--- src/tpl_pkg.sv ---
// tpl_pkg: shared types and constants of the triangle point locator
// field widths, item mode codes and the sign unit status struct
// no dependencies
package tpl_pkg;

	// fixed field widths of the items
	localparam int MODE_W   = 2;
	localparam int SLOT_W   = 8;
	localparam int COORD_W  = 16;
	localparam int CORNER_W = 8;
	localparam int COUNT_W  = 9;
	localparam int TIDX_W   = 8;

	// item mode codes
	localparam logic [MODE_W-1:0] MODE_LOAD_VERTEX   = 2'd0;
	localparam logic [MODE_W-1:0] MODE_LOAD_TRIANGLE = 2'd1;
	localparam logic [MODE_W-1:0] MODE_QUERY         = 2'd2;

	// status returned by the cross product sign unit
	typedef struct packed {
		logic done;
		logic neg;
		logic pos;
	} tpl_cross_stat_t;

endpackage

--- src/tpl_cross_unit.sv ---
// tpl_cross_unit: shared sign unit for one edge cross product (p-r)x(q-r)
// one multiplier used twice, then a compare of the two products
// depends on tpl_pkg for the status struct
module tpl_cross_unit import tpl_pkg::*; #(
	parameter int CW = 16
) (
	input  logic                 clk,
	input  logic                 arst_n,
	input  logic                 start,
	input  logic signed [CW-1:0] p_x,
	input  logic signed [CW-1:0] p_y,
	input  logic signed [CW-1:0] q_x,
	input  logic signed [CW-1:0] q_y,
	input  logic signed [CW-1:0] r_x,
	input  logic signed [CW-1:0] r_y,
	output tpl_cross_stat_t      stat
);

	localparam int DW = CW + 1;
	localparam int PW = 2 * DW;

	typedef enum logic [1:0] {PH_IDLE, PH_MUL_A, PH_MUL_B, PH_CMP} phase_t;

	phase_t               phase_q;
	logic signed [DW-1:0] ax, ay, bx, by;
	logic signed [DW-1:0] mul_l, mul_r;
	logic signed [PW-1:0] product;
	logic signed [PW-1:0] prod_a_q, prod_b_q;

	// operand differences, exact in one extra bit
	assign ax = DW'(p_x) - DW'(r_x);
	assign ay = DW'(p_y) - DW'(r_y);
	assign bx = DW'(q_x) - DW'(r_x);
	assign by = DW'(q_y) - DW'(r_y);

	// shared multiplier operand select
	always_comb begin
		case (phase_q)
			PH_MUL_B: begin
				mul_l = bx;
				mul_r = ay;
			end
			default: begin
				mul_l = ax;
				mul_r = by;
			end
		endcase
	end

	assign product = mul_l * mul_r;

	// phase sequencer
	always_ff @(posedge clk or negedge arst_n) begin
		if (!arst_n) begin
			phase_q <= PH_IDLE;
		end else begin
			case (phase_q)
				PH_IDLE:  phase_q <= start ? PH_MUL_A : PH_IDLE;
				PH_MUL_A: phase_q <= PH_MUL_B;
				PH_MUL_B: phase_q <= PH_CMP;
				default:  phase_q <= PH_IDLE;
			endcase
		end
	end

	// product registers
	always_ff @(posedge clk) begin
		if (phase_q == PH_MUL_A) begin
			prod_a_q <= product;
		end
		if (phase_q == PH_MUL_B) begin
			prod_b_q <= product;
		end
	end

	// sign of ax*by - bx*ay
	assign stat.done = (phase_q == PH_CMP);
	assign stat.neg  = (prod_a_q < prod_b_q);
	assign stat.pos  = (prod_a_q > prod_b_q);

endmodule

--- config.mk ---
export PLATFORM = sky130hd
export DESIGN_NAME = tpl_cross_unit
export DESIGN_NICKNAME = d
export VERILOG_FILES = /design/src/tpl_pkg.sv /design/src/tpl_cross_unit.sv
export SDC_FILE = /design/constraint.sdc
export NUM_CORES = 1
export LEC_CHECK = 0
export BUFFER_PORTS_ARGS = -buffer_cell sky130_fd_sc_hd__buf_2
export CELL_PAD_IN_SITES_DETAIL_PLACEMENT = 1
export CELL_PAD_IN_SITES_GLOBAL_PLACEMENT = 1
export CORE_MARGIN = 2
export CORE_UTILIZATION = 54
export DETAILED_ROUTE_END_ITERATION = 8
export GPL_TIMING_DRIVEN = 0
export PLACE_DENSITY = 0.95
export SYNTH_ARGS = -nofsm -noshare
export SYNTH_HDL_FRONTEND = slang
export SYNTH_SLANG_ARGS = --single-unit
--- constraint.sdc ---
create_clock -name clk -period 16 [get_ports clk]
set_input_delay 0.8 -clock clk [delete_from_list [all_inputs] [get_ports clk]]
set_output_delay 0.8 -clock clk [all_outputs]
set_load 0.01 [all_outputs]
==> impl_metrics.tcl, run 1 <==
set metrics [dict create \
    outcome "finished, final reports clean" \
    initial_core_util 0.550 \
    cp-start-kind "flop" \
    ys_seq_area_frac 0.132 \
    setup_viol 0 \
    final_cells 2159 \
    htreeDepth 3 \
    clk_pin_slew_ps 60 \
    syn-num-nets 2209 \
    slew_headroom 0.0353 \
    hold_path.class "in -> async" \
    worst-slew-pin-transition_ps 1440 \
    clkLatencyLatePin_ps 330 \
    fin_util 0.596 \
    gp_congestion 0.957 \
    critPathMaxStageDelay_ps 780 \
    wl_um 51800 \
    ctsRootBufferMaster "clkbuf_16" \
    drc 0 \
    synth_area_leaders "fa_1, edfxtp_1, ha_1" \
    dieArea_um2 30700 \
    first_global_vias 15337 \
    core-area_um2 28800 \
    rsz0062_at_grt "no" \
    nets 2322 \
    place_inst 2143 \
    rows 62 \
    crit_required_ps 16060 \
    syn_to_final_growth_pct 8.27 \
    synth_cell_types 72 \
    dr.pass1.iters 5 \
    yosysWarnings 0 \
    synth_async_sr_flop_share 0.0286 \
    final_area_um2 17100 \
    yosysTopAreaCell "fa_1" \
    synth_area_per_cell_um2 9.56 \
    fin_setup_tns_ps 0 \
    num_antenna_cells 0 \
    ys_seq_elements 70 \
    post_dp_cell_area_um2 16800 \
    vias_per_cell 5.88 \
    drv_cap 0 \
    grt_pass1_wl_um 80800 \
    drtAntennaViolNets 0 \
    portBuffers 101 \
    drv_slew 0 \
    critPathCaptureType "flop" \
    finalHoldViolCount 0 \
    detail_route.wl_per_cell_um 24.0 \
    die_h_um 175 \
    cts_buffers 9 \
    synthFlopType "edfxtp_1" \
    clock_path_buffers 2 \
    arrival_ps 11800 \
    cts_tree "built" \
    netlist_instances 1657 \
    fin_crit_sh 0.734 \
    slowest_stage "xnor2_1" \
    cts_hold_buffers 0 \
    fmax_mhz 85.2 \
    via_count 12704 \
    grt_overflow_total 0 \
    place_hpwl_um 42900 \
    ios 102 \
    synth_top_area_frac 0.377 \
    cpMostUsedCell "fa_1" \
    die_w_um 175 \
    path_max_fanout 24 \
    synth_area_um2 15800 \
    drtIter0Drc 735 \
    period_needed_ps 11740 \
    grt_max_degree 35 \
    cts_resized 0 \
    synth_edf_count 68 \
    skew_ps 7.76 \
    worst-setup-path-type "reg -> reg" \
    cts_setup_buffers 0 \
    grtUsageTotal 0.348 \
    cts_sinks 70 \
    antenna_found_initial 0 \
    layout-drive-gt1-share 0.109 \
    n_fill_cell 3312 \
]
-- through the flow --
stage                     worst slack, ps  hold WS, ps
after floorplan                      6430          492
after global placement               4260          507
after detailed placement             4630          558
after CTS                            4510          236
after global routing                 3840          238
final                                4260          243
-- cells by family after synthesis --
group                    after synthesis  synth area share
adder cells (fa/ha/maj)              453             0.499
XOR/XNOR                              66            0.0379
buffers and inverters                427             0.103
AO/OA/AOI/OAI                        182            0.0808
multiplexers                          36            0.0256
flip-flops                            70             0.132
AND/OR/NAND/NOR                      423             0.121
-- Yosys cell counts (5+ instances only) --
library cell  instances
nor2b_1              29
a31oi_1               6
nand4_1               9
ha_1                155
o21a_1               16
and2_1               12
a21o_1               23
or4_1                 6
or3_1                 6
nand2b_1             25
o21ai_0              32
or2_2                 5
xor2_1               18
buf_2                 8
nand3_1              10
clkbuf_1             22
fa_1                298
o21bai_1              7
nor3_1               13
nor2_1              135
inv_1               390
o211ai_1              5
a21oi_1              52
edfxtp_1             68
xnor2_1              45
mux2_2               30
nand2_1             157
-- area by class of cell --
cell class	instances	area (um2)	share of cell area
Inverter	391	1470	0.0856
Multi-Input combinational cell	1160	12100	0.707
Clock inverter	6	70.1	0.00409
Tap cell	384	480	0.0280
Timing Repair Buffer	102	526	0.0307
Buffer	36	164	0.00956
Clock buffer	10	229	0.0134
Sequential cell	70	2090	0.122
-- layer usage --
metal	global-route usage	vias to the layer above	share of wire
li1	-	5374	-
met1	0.365	6495	0.33
met2	0.659	600	0.54
met3	0.0466	235	0.064
met4	0.202	0	0.064
met5	0	-	0
-- registers in the layout, summed over array words and instances (netlist names) --
register,flops
prod_a_q,34
prod_b_q,34
phase_q,2
-- critical path, delay by kind of cell, from the launching register on --
kind / cells / cell delay [ps]
adders and majority gates: 10 / 4660
buffers and inverters: 10 / 1870
AOI/OAI and AO/OA: 8 / 1860
xor gates and xnor gates: 2 / 1250
and+or+nand+nor: 5 / 1170
DFF: 1 / 420
muxes: 1 / 180
-- layout by cell type (no fill, tap or decap), types with 3 or more instances in the layout --
| master | n |
|---|---|
| buf_4 | 3 |
| o2111a_1 | 3 |
| nand2b_1 | 25 |
| clkbuf_16 | 9 |
| a21oi_2 | 3 |
| or3_1 | 6 |
| clkbuf_1 | 23 |
| a21oi_1 | 52 |
| ha_1 | 153 |
| nand2_1 | 157 |
| buf_2 | 109 |
| or4_1 | 6 |
| mux2i_1 | 4 |
| clkinvlp_4 | 3 |
| xor2_1 | 18 |
| nor2_1 | 135 |
| xnor2_2 | 3 |
| o211ai_1 | 5 |
| edfxtp_1 | 68 |
| o21a_1 | 16 |
| nor2b_1 | 29 |
| and2_1 | 12 |
| a21o_1 | 23 |
| o21bai_1 | 7 |
| mux2_2 | 30 |
| o21ai_1 | 4 |
| nor3_1 | 13 |
| nand4_1 | 9 |
| o21ai_0 | 32 |
| fa_1 | 298 |
| a211o_1 | 4 |
| xnor2_1 | 45 |
| or2_2 | 5 |
| nand3_1 | 10 |
| a31oi_1 | 6 |
| inv_1 | 390 |
-- worst paths after layout --
| path | startpoint | to | slack [ps] | depth (start not counted) |
|---|---|---|---|---|
| max | phase_q[0] | prod_b_q[32] | 4260 | 36 |
| min | arst_n | phase_q[1] | 240 | 1 |
| max reg2reg | phase_q[0] | prod_b_q[32] | 4260 | 36 |
| min reg2reg | phase_q[0] | phase_q[0] | 560 | 1 |
| max in group asynchronous | arst_n | phase_q[0] | 15660 | 1 |
| min in group clk | phase_q[0] | phase_q[0] | 560 | 1 |
Power of run 1 is not shown: default switching activity piles up to over one toggle a cycle in this logic, so the estimate is an artifact.
==> run 2, diff against run 1 <==
- ABC_AREA: default -> 1
- CORE_UTILIZATION: 54 -> 49
- PLACE_DENSITY: 0.95 -> 0.93
- clock period: 16 -> 11.2 ns (I/O delays scaled with it)
==> impl_metrics.tcl, run 2 <==
set metrics [dict create \
    cts_sinks 70 \
    cts_buffers 9 \
    grt_overflow_total 0 \
    outcome "finished, final reports clean" \
    initial_core_util 0.494 \
    synth_area_leaders "fa_1, edfxtp_1, ha_1" \
    antenna_found_initial 0 \
    num_antenna_cells 0 \
    regArea_um2 2090 \
    cts_tree "built" \
    drtAntennaViolNets 0 \
    syn_to_final_growth_pct 8.37 \
    fmax_mhz 96.7 \
    setup_viol 0 \
    detail_route.wl_per_cell_um 21.0 \
    period_needed_ps 10340 \
    layout_common_cells "inv_1, nand2_1, fa_1, nor2_1, ha_1" \
    ios 102 \
    skew_ps 7.22 \
    ys_seq_elements 70 \
    synth_cell_types 46 \
    fin_setup_tns_ps 0 \
    yosysWarnings 0 \
    synth_area_per_cell_um2 8.34 \
    dr.pass1.iters 5 \
    synth_edf_count 68 \
    worst-setup-path-type "reg -> reg" \
    final_area_um2 17900 \
    dieArea_um2 35100 \
    r2r_start "phase_q[0]" \
    ctsRootBufferMaster "clkbuf_16" \
    top_regs "prod_a_q (34), prod_b_q (34), phase_q (2)" \
    netlist_instances 1977 \
    core-area_um2 33400 \
    ys_seq_area_frac 0.127 \
    grt_pass1_wl_um 85200 \
    cpMostUsedCell "fa_1" \
    grtUsageTotal 0.316 \
    die_h_um 187 \
    worstReg2RegEnd "prod_a_q[29]" \
    synthFlopType "edfxtp_1" \
    slowest_stage "fa_1" \
    fin_crit_sh 0.923 \
    cp-start-kind "flop" \
    worst_r2r_path_depth 28 \
    final_common_cell "inv_1" \
    finalHoldViolCount 0 \
    die_w_um 187 \
    critPathMaxStageDelay_ps 820 \
    path_max_fanout 35 \
    n_fill_cell 4101 \
    hold_end "phase_q[0]" \
    syn-num-nets 2529 \
    gp_congestion 0.901 \
    yosysTopAreaCell "fa_1" \
    portBuffers 101 \
    synth_common_cells "inv_1, nand2_1, fa_1" \
    clock_path_buffers 2 \
    nets 2642 \
    layout-drive-gt1-share 0.0931 \
    critPathCaptureType "flop" \
    via_count 14091 \
    drv_cap 0 \
    drc 0 \
    synth_area_um2 16500 \
    synth_top_area_frac 0.362 \
    rows 67 \
    clk_pin_slew_ps 60 \
    min_path_cells 3 \
    rrSetupSlack_ps 860 \
    grt_max_degree 36 \
    final_cells 2543 \
    hold_start "start" \
    synth_async_sr_flop_share 0.0286 \
    htreeDepth 3 \
    hold_path.class "in -> reg" \
    multi_input_area_um2 12400 \
    place_inst 2526 \
    slew_headroom 0.0826 \
    whs_ps 481 \
    place_hpwl_um 45700 \
    synth.most_common_cell "inv_1" \
    clkLatencyLatePin_ps 340 \
    arrival_ps 10420 \
    rsz0062_at_grt "no" \
    post_dp_cell_area_um2 17600 \
    drtIter0Drc 878 \
    worst-slew-pin-transition_ps 1370 \
    drv_slew 0 \
    critPathLaunch "phase_q[0]" \
    first_global_vias 16503 \
    crit_required_ps 11280 \
    wl_um 53300 \
    vias_per_cell 5.54 \
]
## run 2: changes by cell type in the layout (fill, tap and decap cells not counted), sizes merged, moves of 16 or more
cell and change:
a21oi +28, clkbuf -16, inv +109, nand2 +239, nand2b -25, nand3 +37
nor2 +74, nor2b -30, xnor2 -35
## run 2: area by class of cell
class	count	area share
tap	448	0.0314
clock buffer	9	0.0126
timing repair buffer	102	0.0289
clock inverter	7	0.00273
buffer	31	0.00959
multi-input combinational	1375	0.692
sequential	70	0.117
inverter	501	0.105
## run 2: timing repair
item | in CTS | in global routing
endpoints found under the setup margin | 0 | 28
endpoints found under the hold margin | 2 | 0
hold buffers | 1 | 0
buffers inserted | 0 | 0
resized for setup | 0 | 3
## run 2: worst max-delay path: cells and delay by family (launching register included)
kind                       cells  cell delay [ps]
xor gates and xnor gates       1              560
adders and majority gates     10             5090
buffers and inverters          8             2330
DFF                            1              420
muxes                          1              160
and+or+nand+nor                8             1470
## run 2: cell families (layout without fill, tap and decap cells)
logic type / count (synthesis) / after routing / synth area share
flops: 70 / 70 / 0.127
compound gates: 158 / 158 / 0.0549
simple gates: 688 / 688 / 0.166
buf+inv: 532 / 650 / 0.124
fa+ha+maj: 453 / 453 / 0.480
xor+xnor: 46 / 46 / 0.0274
mux: 30 / 30 / 0.0203
## run 2: worst max path at each step
stage	to	slack, ps	cells after the start
after CTS	prod_a_q[33]	240	26
after global placement	prod_a_q[33]	140	32
after global routing	prod_a_q[29]	300	28
final	prod_a_q[29]	860	28
after floorplan	prod_a_q[28]	2530	31
after detailed placement	prod_b_q[33]	260	26
## run 2: metrics by stage
stage / worst slack, ps / utilization
2_1_floorplan: 2530 / -
3_3_place_gp: 142 / 0.526
3_5_place_dp: 263 / 0.526
4_1_cts: 236 / 0.535
5_1_grt: 299 / 0.535
6_report: 860 / 0.535
## run 2: per-layer routing
layer,part of all wire,routed length (um),global-route usage,vias up
li1,-,-,-,6161
met1,0.36,18900,0.350,7132
met2,0.52,27600,0.582,579
met3,0.065,3460,0.0471,219
met4,0.061,3260,0.170,0
met5,0,0,0,-
Power of run 2 is left out for the same reason.
